## config.mk

```make
export PLATFORM = sky130hd
export DESIGN_NAME = crc_bit_stuffing_framer
export DESIGN_NICKNAME = d
export VERILOG_FILES = /design/src/rtl/cbsf_pkg.sv /design/src/rtl/crc_bit_stuffing_framer.sv
export SDC_FILE = /design/constraint.sdc
export NUM_CORES = 1
export LEC_CHECK = 0
export BUFFER_PORTS_ARGS = -buffer_cell sky130_fd_sc_hd__buf_2
export CORE_MARGIN = 1.5
export CORE_UTILIZATION = 45
export DETAILED_ROUTE_END_ITERATION = 12
export HOLD_SLACK_MARGIN = 0.1
export PLACE_DENSITY = 0.69
export SYNTH_ARGS = -nofsm -noshare
export SYNTH_HDL_FRONTEND = slang
export SYNTH_SLANG_ARGS = --single-unit
export TNS_END_PERCENT = 50
```

## constraint.sdc

```tcl
create_clock -name clk -period 9 [get_ports clk]
set_input_delay 1.35 -clock clk [delete_from_list [all_inputs] [get_ports clk]]
set_output_delay 1.35 -clock clk [all_outputs]
set_load 0.02 [all_outputs]
```

## src/rtl/cbsf_pkg.sv

```systemverilog
// Shared types and constants for the CRC bit-stuffing framer.
// Beat payload structs, bit kind codes and configuration register indexes.
// No dependencies.
package cbsf_pkg;

    localparam int CNT_W      = 6;   // counters for CRC bits, flag bits, results
    localparam int OUT_LIMIT  = 32;  // most results one beat may cause
    localparam int FLAG_PAT_W = 8;   // bits held in flag_pattern
    localparam int CFG_IDX_W  = 3;
    localparam int CFG_DATA_W = 16;

    localparam logic [1:0] KIND_DATA  = 2'd0;
    localparam logic [1:0] KIND_STUFF = 2'd1;
    localparam logic [1:0] KIND_CRC   = 2'd2;
    localparam logic [1:0] KIND_FLAG  = 2'd3;

    localparam logic [CFG_IDX_W-1:0] REG_CRC_POLY     = 3'd0;
    localparam logic [CFG_IDX_W-1:0] REG_CRC_DEGREE   = 3'd1;
    localparam logic [CFG_IDX_W-1:0] REG_FLAG_PATTERN = 3'd2;
    localparam logic [CFG_IDX_W-1:0] REG_FLAG_LENGTH  = 3'd3;
    localparam logic [CFG_IDX_W-1:0] REG_STUFF_RUN    = 3'd4;

    typedef struct packed {
        logic action;
        logic data_bit;
    } in_item_t;

    typedef struct packed {
        logic       line_bit;
        logic [1:0] bit_kind;
        logic       last_of_run;
    } out_item_t;

endpackage

```

## src/rtl/crc_bit_stuffing_framer.sv

```systemverilog
// Top level of the CRC bit-stuffing framer: sequencer, CRC, stuffing, output beat register.
// Depends on cbsf_pkg.
//
// Usage:
//   in channel  (in_valid/in_ready/in_data): one beat per message bit
//     (action 0) or an end-of-message mark (action 1).
//   out channel (out_valid/out_ready/out_data): one beat per line bit, with
//     its kind and last_of_run set on the final beat caused by an input beat.
//   cfg channel (cfg_valid/cfg_ready/cfg_index/cfg_data): register writes,
//     always ready; write only while the framer is idle.
// Path: an accepted beat is first held in the sequencer registers, and its first
//   line bit is then registered into the output register.
// Throughput: one line bit per cycle while out_ready is high. A data bit gives
//   its line bit, after the opening flag bits if it starts a frame, and a stuffed
//   zero when the run is reached. An end beat gives CRC bits, stuffed zeros and
//   closing flag bits, at most 32 line bits. The next input beat is taken in the
//   cycle that the current beat's last line bit moves into the output register.
// Reset: configuration returns to x^3+x+1, flag 0111110, stuff after five
//   ones; the framer is idle with a zero remainder.
// Stall: while out_ready is low the output register holds its beat, the
//   sequencer holds, and in_ready drops once a beat is in progress.
module crc_bit_stuffing_framer #(
    parameter int MAX_CRC_BITS  = 16,
    parameter int MAX_FLAG_BITS = 8
) (
    input  logic                          clk,
    input  logic                          rst_n,
    input  logic                          in_valid,
    output logic                          in_ready,
    input  cbsf_pkg::in_item_t            in_data,
    output logic                          out_valid,
    input  logic                          out_ready,
    output cbsf_pkg::out_item_t           out_data,
    input  logic                          cfg_valid,
    output logic                          cfg_ready,
    input  logic [cbsf_pkg::CFG_IDX_W-1:0]  cfg_index,
    input  logic [cbsf_pkg::CFG_DATA_W-1:0] cfg_data
);
    import cbsf_pkg::*;

    localparam int CW = MAX_CRC_BITS;

    typedef enum logic [2:0] {
        P_IDLE,
        P_OFLAG,
        P_DATA,
        P_STUFF,
        P_CRC,
        P_CFLAG
    } phase_t;

    // configuration
    logic [15:0] crc_poly_reg;
    logic [4:0]  crc_degree_reg;
    logic [7:0]  flag_pattern_reg;
    logic [3:0]  flag_length_reg;
    logic [2:0]  stuff_run_reg;

    // framer state
    phase_t           phase_reg, phase_next;
    logic [CNT_W-1:0] cnt_reg, cnt_next;
    logic [CNT_W-1:0] emit_cnt_reg, emit_cnt_next;
    logic [CW-1:0]    crc_reg, crc_next;
    logic [2:0]       ones_reg, ones_next;
    logic             in_frame_reg, in_frame_next;
    logic             end_reg, end_next;
    logic             bit_reg, bit_next;

    logic             out_valid_reg, out_valid_next;
    out_item_t        out_data_reg;
    out_item_t        res;

    // derived configuration
    logic [CNT_W-1:0] deg_eff;
    logic [CNT_W-1:0] flen_eff;
    logic [CW-1:0]    deg_mask;
    logic [CW-1:0]    top_onehot;
    logic [31:0]      poly_wide;
    logic [CW-1:0]    poly_w;

    // sequencer signals
    logic             emit;
    logic             last;
    logic             hit_limit;
    phase_t           follow;
    logic [CNT_W-1:0] follow_cnt;
    logic             pay_bit;
    logic [2:0]       ones_inc;
    logic             stuff_now;
    logic [2:0]       ones_pay;
    logic             crc_top;
    logic             fb;
    logic [CW-1:0]    crc_shift;
    logic [CW-1:0]    crc_mid;
    logic [2:0]       ones_mid;
    logic             frame_mid;
    logic             flag_bit;
    logic             accept;

    always_comb
    begin
        deg_eff = ({1'b0, crc_degree_reg} > CNT_W'(MAX_CRC_BITS))
                  ? CNT_W'(MAX_CRC_BITS) : {1'b0, crc_degree_reg};
        flen_eff = ({2'b00, flag_length_reg} > CNT_W'(MAX_FLAG_BITS))
                   ? CNT_W'(MAX_FLAG_BITS) : {2'b00, flag_length_reg};
        for (int i = 0; i < CW; i++)
        begin
            deg_mask[i] = (CNT_W'(i) < deg_eff);
        end
        top_onehot = deg_mask & ~(deg_mask >> 1);
        poly_wide  = {16'd0, crc_poly_reg};
        poly_w     = poly_wide[CW-1:0] & deg_mask;
    end

    // flag bit at position cnt_reg, zero above the pattern register
    assign flag_bit = (cnt_reg < CNT_W'(FLAG_PAT_W)) ? flag_pattern_reg[cnt_reg[2:0]] : 1'b0;

    // payload bit: data bit or top remainder bit
    assign crc_top   = |(crc_reg & top_onehot);
    assign pay_bit   = (phase_reg == P_CRC) ? crc_top : bit_reg;
    assign ones_inc  = pay_bit ? ((ones_reg == 3'd7) ? 3'd7 : ones_reg + 3'd1) : 3'd0;
    assign stuff_now = (stuff_run_reg != 3'd0) && (ones_inc == stuff_run_reg);
    assign ones_pay  = stuff_now ? 3'd0 : ones_inc;

    // remainder update for a data bit; CRC phase shifts the remainder out
    assign fb        = crc_top ^ bit_reg;
    assign crc_shift = (crc_reg << 1) & deg_mask;

    assign emit      = (phase_reg != P_IDLE) && (!out_valid_reg || out_ready);
    assign hit_limit = (emit_cnt_reg == CNT_W'(OUT_LIMIT - 1));

    always_comb
    begin
        res        = '0;
        follow     = P_IDLE;
        follow_cnt = cnt_reg;
        unique case (phase_reg)
            P_OFLAG:
            begin
                res.line_bit = flag_bit;
                res.bit_kind = KIND_FLAG;
                if (cnt_reg == '0)
                begin
                    follow = P_DATA;
                end
                else
                begin
                    follow     = P_OFLAG;
                    follow_cnt = cnt_reg - CNT_W'(1);
                end
            end
            P_DATA:
            begin
                res.line_bit = bit_reg;
                res.bit_kind = KIND_DATA;
                follow       = stuff_now ? P_STUFF : P_IDLE;
            end
            P_STUFF:
            begin
                res.line_bit = 1'b0;
                res.bit_kind = KIND_STUFF;
                if (!end_reg)
                begin
                    follow = P_IDLE;
                end
                else if (cnt_reg != '0)
                begin
                    follow = P_CRC;
                end
                else if (flen_eff != '0)
                begin
                    follow     = P_CFLAG;
                    follow_cnt = flen_eff - CNT_W'(1);
                end
            end
            P_CRC:
            begin
                res.line_bit = crc_top;
                res.bit_kind = KIND_CRC;
                follow_cnt   = cnt_reg - CNT_W'(1);
                if (stuff_now)
                begin
                    follow = P_STUFF;
                end
                else if (follow_cnt != '0)
                begin
                    follow = P_CRC;
                end
                else if (flen_eff != '0)
                begin
                    follow     = P_CFLAG;
                    follow_cnt = flen_eff - CNT_W'(1);
                end
            end
            P_CFLAG:
            begin
                res.line_bit = flag_bit;
                res.bit_kind = KIND_FLAG;
                if (cnt_reg != '0)
                begin
                    follow     = P_CFLAG;
                    follow_cnt = cnt_reg - CNT_W'(1);
                end
            end
            default:
            begin
                follow = P_IDLE;
            end
        endcase
        last            = hit_limit || (follow == P_IDLE);
        res.last_of_run = last;
    end

    assign in_ready = (phase_reg == P_IDLE) || (emit && last);
    assign accept   = in_valid && in_ready;

    always_comb
    begin
        phase_next    = phase_reg;
        cnt_next      = cnt_reg;
        emit_cnt_next = emit_cnt_reg;
        end_next      = end_reg;
        bit_next      = bit_reg;
        crc_mid       = crc_reg;
        ones_mid      = ones_reg;
        frame_mid     = in_frame_reg;

        // advance the beat in progress
        if (emit)
        begin
            emit_cnt_next = emit_cnt_reg + CNT_W'(1);
            phase_next    = last ? P_IDLE : follow;
            cnt_next      = follow_cnt;
            if (phase_reg == P_DATA)
            begin
                ones_mid = ones_pay;
                crc_mid  = crc_shift ^ (fb ? poly_w : '0);
            end
            else if (phase_reg == P_CRC)
            begin
                ones_mid = ones_pay;
                crc_mid  = crc_shift;
            end
            if (last && end_reg)
            begin
                crc_mid   = '0;
                ones_mid  = 3'd0;
                frame_mid = 1'b0;
            end
        end

        crc_next      = crc_mid;
        ones_next     = ones_mid;
        in_frame_next = frame_mid;

        // start a new beat on top of what the last one left
        if (accept)
        begin
            end_next      = in_data.action;
            bit_next      = in_data.data_bit;
            emit_cnt_next = '0;
            phase_next    = P_IDLE;
            if (!in_data.action)
            begin
                phase_next = P_DATA;
                if (!frame_mid)
                begin
                    crc_next      = '0;
                    ones_next     = 3'd0;
                    in_frame_next = 1'b1;
                    if (flen_eff != '0)
                    begin
                        phase_next = P_OFLAG;
                        cnt_next   = flen_eff - CNT_W'(1);
                    end
                end
            end
            else if (frame_mid)
            begin
                if (deg_eff != '0)
                begin
                    phase_next = P_CRC;
                    cnt_next   = deg_eff;
                end
                else if (flen_eff != '0)
                begin
                    phase_next = P_CFLAG;
                    cnt_next   = flen_eff - CNT_W'(1);
                end
                else
                begin
                    // close a frame that sends nothing
                    crc_next      = '0;
                    ones_next     = 3'd0;
                    in_frame_next = 1'b0;
                end
            end
        end
    end

    always_comb
    begin
        out_valid_next = out_valid_reg;
        if (emit)
        begin
            out_valid_next = 1'b1;
        end
        else if (out_ready)
        begin
            out_valid_next = 1'b0;
        end
    end

    always_ff @(posedge clk or negedge rst_n)
    begin
        if (!rst_n)
        begin
            phase_reg     <= P_IDLE;
            cnt_reg       <= '0;
            emit_cnt_reg  <= '0;
            crc_reg       <= '0;
            ones_reg      <= 3'd0;
            in_frame_reg  <= 1'b0;
            end_reg       <= 1'b0;
            bit_reg       <= 1'b0;
            out_valid_reg <= 1'b0;
            out_data_reg  <= '0;
        end
        else
        begin
            phase_reg     <= phase_next;
            cnt_reg       <= cnt_next;
            emit_cnt_reg  <= emit_cnt_next;
            crc_reg       <= crc_next;
            ones_reg      <= ones_next;
            in_frame_reg  <= in_frame_next;
            end_reg       <= end_next;
            bit_reg       <= bit_next;
            out_valid_reg <= out_valid_next;
            // output beat payload
            if (emit)
            begin
                out_data_reg <= res;
            end
        end
    end

    // configuration registers
    assign cfg_ready = 1'b1;

    always_ff @(posedge clk or negedge rst_n)
    begin
        if (!rst_n)
        begin
            crc_poly_reg     <= 16'd3;
            crc_degree_reg   <= 5'd3;
            flag_pattern_reg <= 8'd62;
            flag_length_reg  <= 4'd7;
            stuff_run_reg    <= 3'd5;
        end
        else if (cfg_valid && cfg_ready)
        begin
            unique case (cfg_index)
                REG_CRC_POLY:     crc_poly_reg     <= cfg_data;
                REG_CRC_DEGREE:   crc_degree_reg   <= cfg_data[4:0];
                REG_FLAG_PATTERN: flag_pattern_reg <= cfg_data[7:0];
                REG_FLAG_LENGTH:  flag_length_reg  <= cfg_data[3:0];
                REG_STUFF_RUN:    stuff_run_reg    <= cfg_data[2:0];
                default:
                begin
                    // drop writes to unused indexes
                end
            endcase
        end
    end

    assign out_valid = out_valid_reg;
    assign out_data  = out_data_reg;

endmodule

```

==> run_results.csv <==
group,metric,value,unit
setup_path,cp-end-kind,"primary output",
finish,final-seq-area,1970,um^2
setup_path,worst-r2r-setup-slack,4.84,ns
finish,final_layout_size_suffix_gt1_share,21.9,%
sta,fin_worst_skew,0.00782,ns
routing,detail_route.first_pass.iterations,5,
outcome,run_status,"finished, final reports clean",
clocking,cts_max_path_bufs,2,
clocking,tritoncts,"built",
setup_path,critical_path.max_fanout,8,
placement,port_buffer_count,31,
floorplanning,die_width,111,um
sta,slew_violations,0,
yosys,netlist-cell-type-count,86,
setup_path,cp_top_family,"simple AND/OR/NAND/NOR gates",
yosys,yosys_warnings,0,
sta,slew_margin_rel,34.4,%
power_and_ir_drop,ir_drop,0.000188,V
sta,tns,0,ns
yosys,synth-edff-count,0,
yosys,synth.net_count,595,
power_and_ir_drop,clockPowerShare,19.8,%
clocking,post_cts_resize_count,0,
power_and_ir_drop,power_leakage,2.27,nW
yosys,postSynthRegisterBits,78,
floorplanning,placement_rows,39,
setup_path,timing.setup.critical_path_class,"flip-flop to primary output",
yosys,ys.flop_type,"sky130_fd_sc_hd__dfrtp_1",
setup_path,timing.critical_path.buf_inv,1,
finish,fillers,1085,
placement,pre_cts_slack,4.86,ns
sta,holdWs,0.512,ns
clocking,clk-insertion-delay-late,0.34,ns
floorplanning,initial_cell_density_of_the_core,46.0,%
min_path,min_path_type,"flip-flop to flip-flop",
setup_path,cp_cell_sequence,"nand2b_1, ha_1, nor3b_2, nand4bb_1, a221o_1, a21oi_1, a311oi_1, nand3_1, nand2_1, buf_2",
placement,hpwl,9750,um
routing,num_vias,4589,
sta,unrepaired_setup_endpoints_after_global_routing,"false",
global_route,first_global_vias,4434,
placement,place_inst,706,
clocking,cts.reportedPaths.clkPinSlew,0.07,ns
global_route,grt_util_all_layers,23.5,%
setup_path,critical_path_at,3.27,ns
clocking,clockRootBuffer,"sky130_fd_sc_hd__clkbuf_16",
placement,gp_congestion,0.891,
power_and_ir_drop,ratio_of_total_power_to_cell_area,321,nW/um^2
sta,slew_of_the_pin_with_the_lowest_slew_margin,0.985,ns
routing,drcViolationCount,0,
clocking,cts.hold.buffers_added,0,
setup_path,timing.critical_path.required,7.65,ns
routing,first_iteration_detailed_routing_drc_count,326,
sta,post-route-worst-setup-slack,4.38,ns
yosys,synthesis.instances,564,
global_route,grt.overflow.total,0,
floorplanning,number_of_ports_placed_on_the_die_boundary,33,
sta,setup_viol,0,
global_route,global_route.usage.met2,39.0,%
clocking,clkSinkCount,78,
run,max_cap_viol_count,0,
clocking,cts_setup_buffers,0,
floorplanning,fp.dieH,111,um
clocking,cts_buffers,9,
global_route,globalRoute.busiestLayer,"met2",
global_route,globalRouteMet1Util,31.6,%
floorplanning,core_region_area,11400,um^2
floorplanning,die_area,12300,um^2
finish,diodes,0,
sta,timing.final.crit_share,51.3,%
setup_path,timing.critical_path.slowest_cell_delay,0.53,ns
global_route,grt_antenna_before_repair,0,
routing,routed_wirelength,14000,um
yosys,ys_async_sr_fraction,100,%
global_route,gr-usage-met3,3.94,%
routing,drt-wirelength-per-cell,19.4,um
power_and_ir_drop,power.net_switching,834,uW
yosys,syn_area,5230,um^2
yosys,postSynthAreaPerCell,9.27,um^2
power_and_ir_drop,pwr-share-comb,46.7,%
power_and_ir_drop,power_report.internal_total,997,uW
power_and_ir_drop,sw_frac_of_total,45.5,%
finish,area_delta_synth_final,9.28,%
sta,hold_violations,0,
finish,total_area_of_multi_input_combinational_cells,3020,um^2
power_and_ir_drop,sequentialPowerShare,33.4,%
setup_path,startpoint_type,"flip-flop",
sta,achievable-frequency,0.217,GHz
finish,fin_cells,722,
clocking,ctsHtreeMaxLevel,3,
finish,num-nets-final,605,
routing,vias_per_cell,6.36,
yosys,synth_seq_area_share,37.7,%
global_route,grt_start_max_net_pins,79,
routing,final_antenna_net_count,0,
sta,final.min_clock_period,4.62,ns
global_route,wire_length_of_the_first_global_routing_pass,23200,um
setup_path,critical_path.slowest_cell,"sky130_fd_sc_hd__a311oi_1",
==> stage by stage <==
stage / cell area [um^2] / total power, mW / util (%)
6_report: 5710 / 1.83 / 50.3
5_1_grt: 5710 / 1.95 / 50.3
4_1_cts: 5710 / 1.82 / 50.3
3_5_place_dp: 5420 / 1.45 / 47.6
3_3_place_gp: 5420 / 1.43 / 47.6
2_1_floorplan: 5230 / 1.24 / -
==> cell usage in the layout (no fill, tap or decap), types with 10 or more instances in the layout <==
| cell type | n |
|---|---|
| sky130_fd_sc_hd__nand2_1 | 72 |
| sky130_fd_sc_hd__dfrtp_1 | 64 |
| sky130_fd_sc_hd__a21oi_1 | 41 |
| sky130_fd_sc_hd__mux2_2 | 35 |
| sky130_fd_sc_hd__nor2_1 | 31 |
| sky130_fd_sc_hd__buf_2 | 30 |
| sky130_fd_sc_hd__o21ai_0 | 28 |
| sky130_fd_sc_hd__a31oi_1 | 16 |
| sky130_fd_sc_hd__a21o_1 | 14 |
| sky130_fd_sc_hd__dfstp_2 | 14 |
| sky130_fd_sc_hd__nor3_1 | 12 |
| sky130_fd_sc_hd__nand3_1 | 10 |
| sky130_fd_sc_hd__nand2b_1 | 10 |
| sky130_fd_sc_hd__inv_1 | 10 |
| sky130_fd_sc_hd__clkbuf_16 | 10 |
==> power by group through the flow <==
stage               Sequential [mW]  Combinational [mW]  Clock [mW]
global placement              0.607               0.826           0
detailed placement            0.615               0.835           0
finish                        0.612               0.856       0.363
global route                  0.629               0.936       0.384
CTS                           0.608               0.841       0.372
floorplan                     0.551               0.688           0
==> worst paths after layout <==
| check | start | end | cells after the start |
|---|---|---|---|
| worst max-delay path | flag_length_reg[3]$_DFFE_PN0P_ | in_ready | 10 |
| worst min-delay path | out_data[1]$_DFFE_PN0P_ | out_data[1]$_DFFE_PN0P_ | 2 |
| worst max register to register | phase_reg[2]$_DFFE_PN0P_ | crc_reg[9]$_DFF_PN0_ | 10 |
| worst min register to register | out_data[1]$_DFFE_PN0P_ | out_data[1]$_DFFE_PN0P_ | 2 |
| max in group asynchronous | rst_n | crc_reg[0]$_DFF_PN0_ | 1 |
| min in group asynchronous | rst_n | cnt_reg[3]$_DFF_PN0_ | 1 |
==> cell type report <==
type                            count  share of cell area [%]
Multi-Input combinational cell    437                    52.9
Sequential cell                    78                    34.5
Clock buffer                       10                    4.38
Timing Repair Buffer               37                    3.55
Tap cell                          143                    3.13
Clock inverter                      6                   0.854
Inverter                           11                   0.723
==> metal layers <==
layer	share of wire (%)	vias to the layer above
met5	0	-
met4	1.6	0
met3	6.1	20
met2	48	189
met1	44	2244
li1	-	2136
==> Yosys cell counts (all sizes together) (4+ instances only) <==
master  number  area [um^2]
a211o        4         35.0
a31oi       17          113
o21ai       31          155
nor2        32          128
nand2       72          270
dfstp       14          368
nor4b        4         41.3
a22oi        7         52.6
xnor2        6         52.6
ha           5         62.6
mux2i        7         70.1
a311oi       7         61.3
buf         18          125
xor2         4         35.0
nand3b       9         80.1
nor3b        4         40.0
a211oi       4         30.0
inv         10         37.5
nand3       10         50.1
o31ai        4         43.8
nor2b        7         43.8
nand4        4         25.0
clkbuf      20         75.1
o211ai       5         37.5
a21oi       45          240
nand2b      10         62.6
nor3        13         76.3
dfrtp       64         1600
or3          5         31.3
a21o        14          105
a221o        5         50.1
mux2        35          394
==> logic make-up after synthesis <==
logic type / count (synthesis) / synth area share (%)
flops: 78 / 37.7
simple gates: 195 / 20.0
other cells: 1 / 0.0717
xor+xnor: 10 / 1.67
buf+inv: 49 / 4.62
fa+ha+maj: 5 / 1.20
mux: 44 / 9.74
compound gates: 182 / 25.1
==> worst register-to-register path: cells and delay by family, from the launching register on <==
kind / cells / cell delay [ns]
simple gates: 6 / 1.79
flops: 1 / 0.59
compound gates: 3 / 1.43
buf+inv: 1 / 0.21
Note: power is estimated with default switching activity, not from simulation.
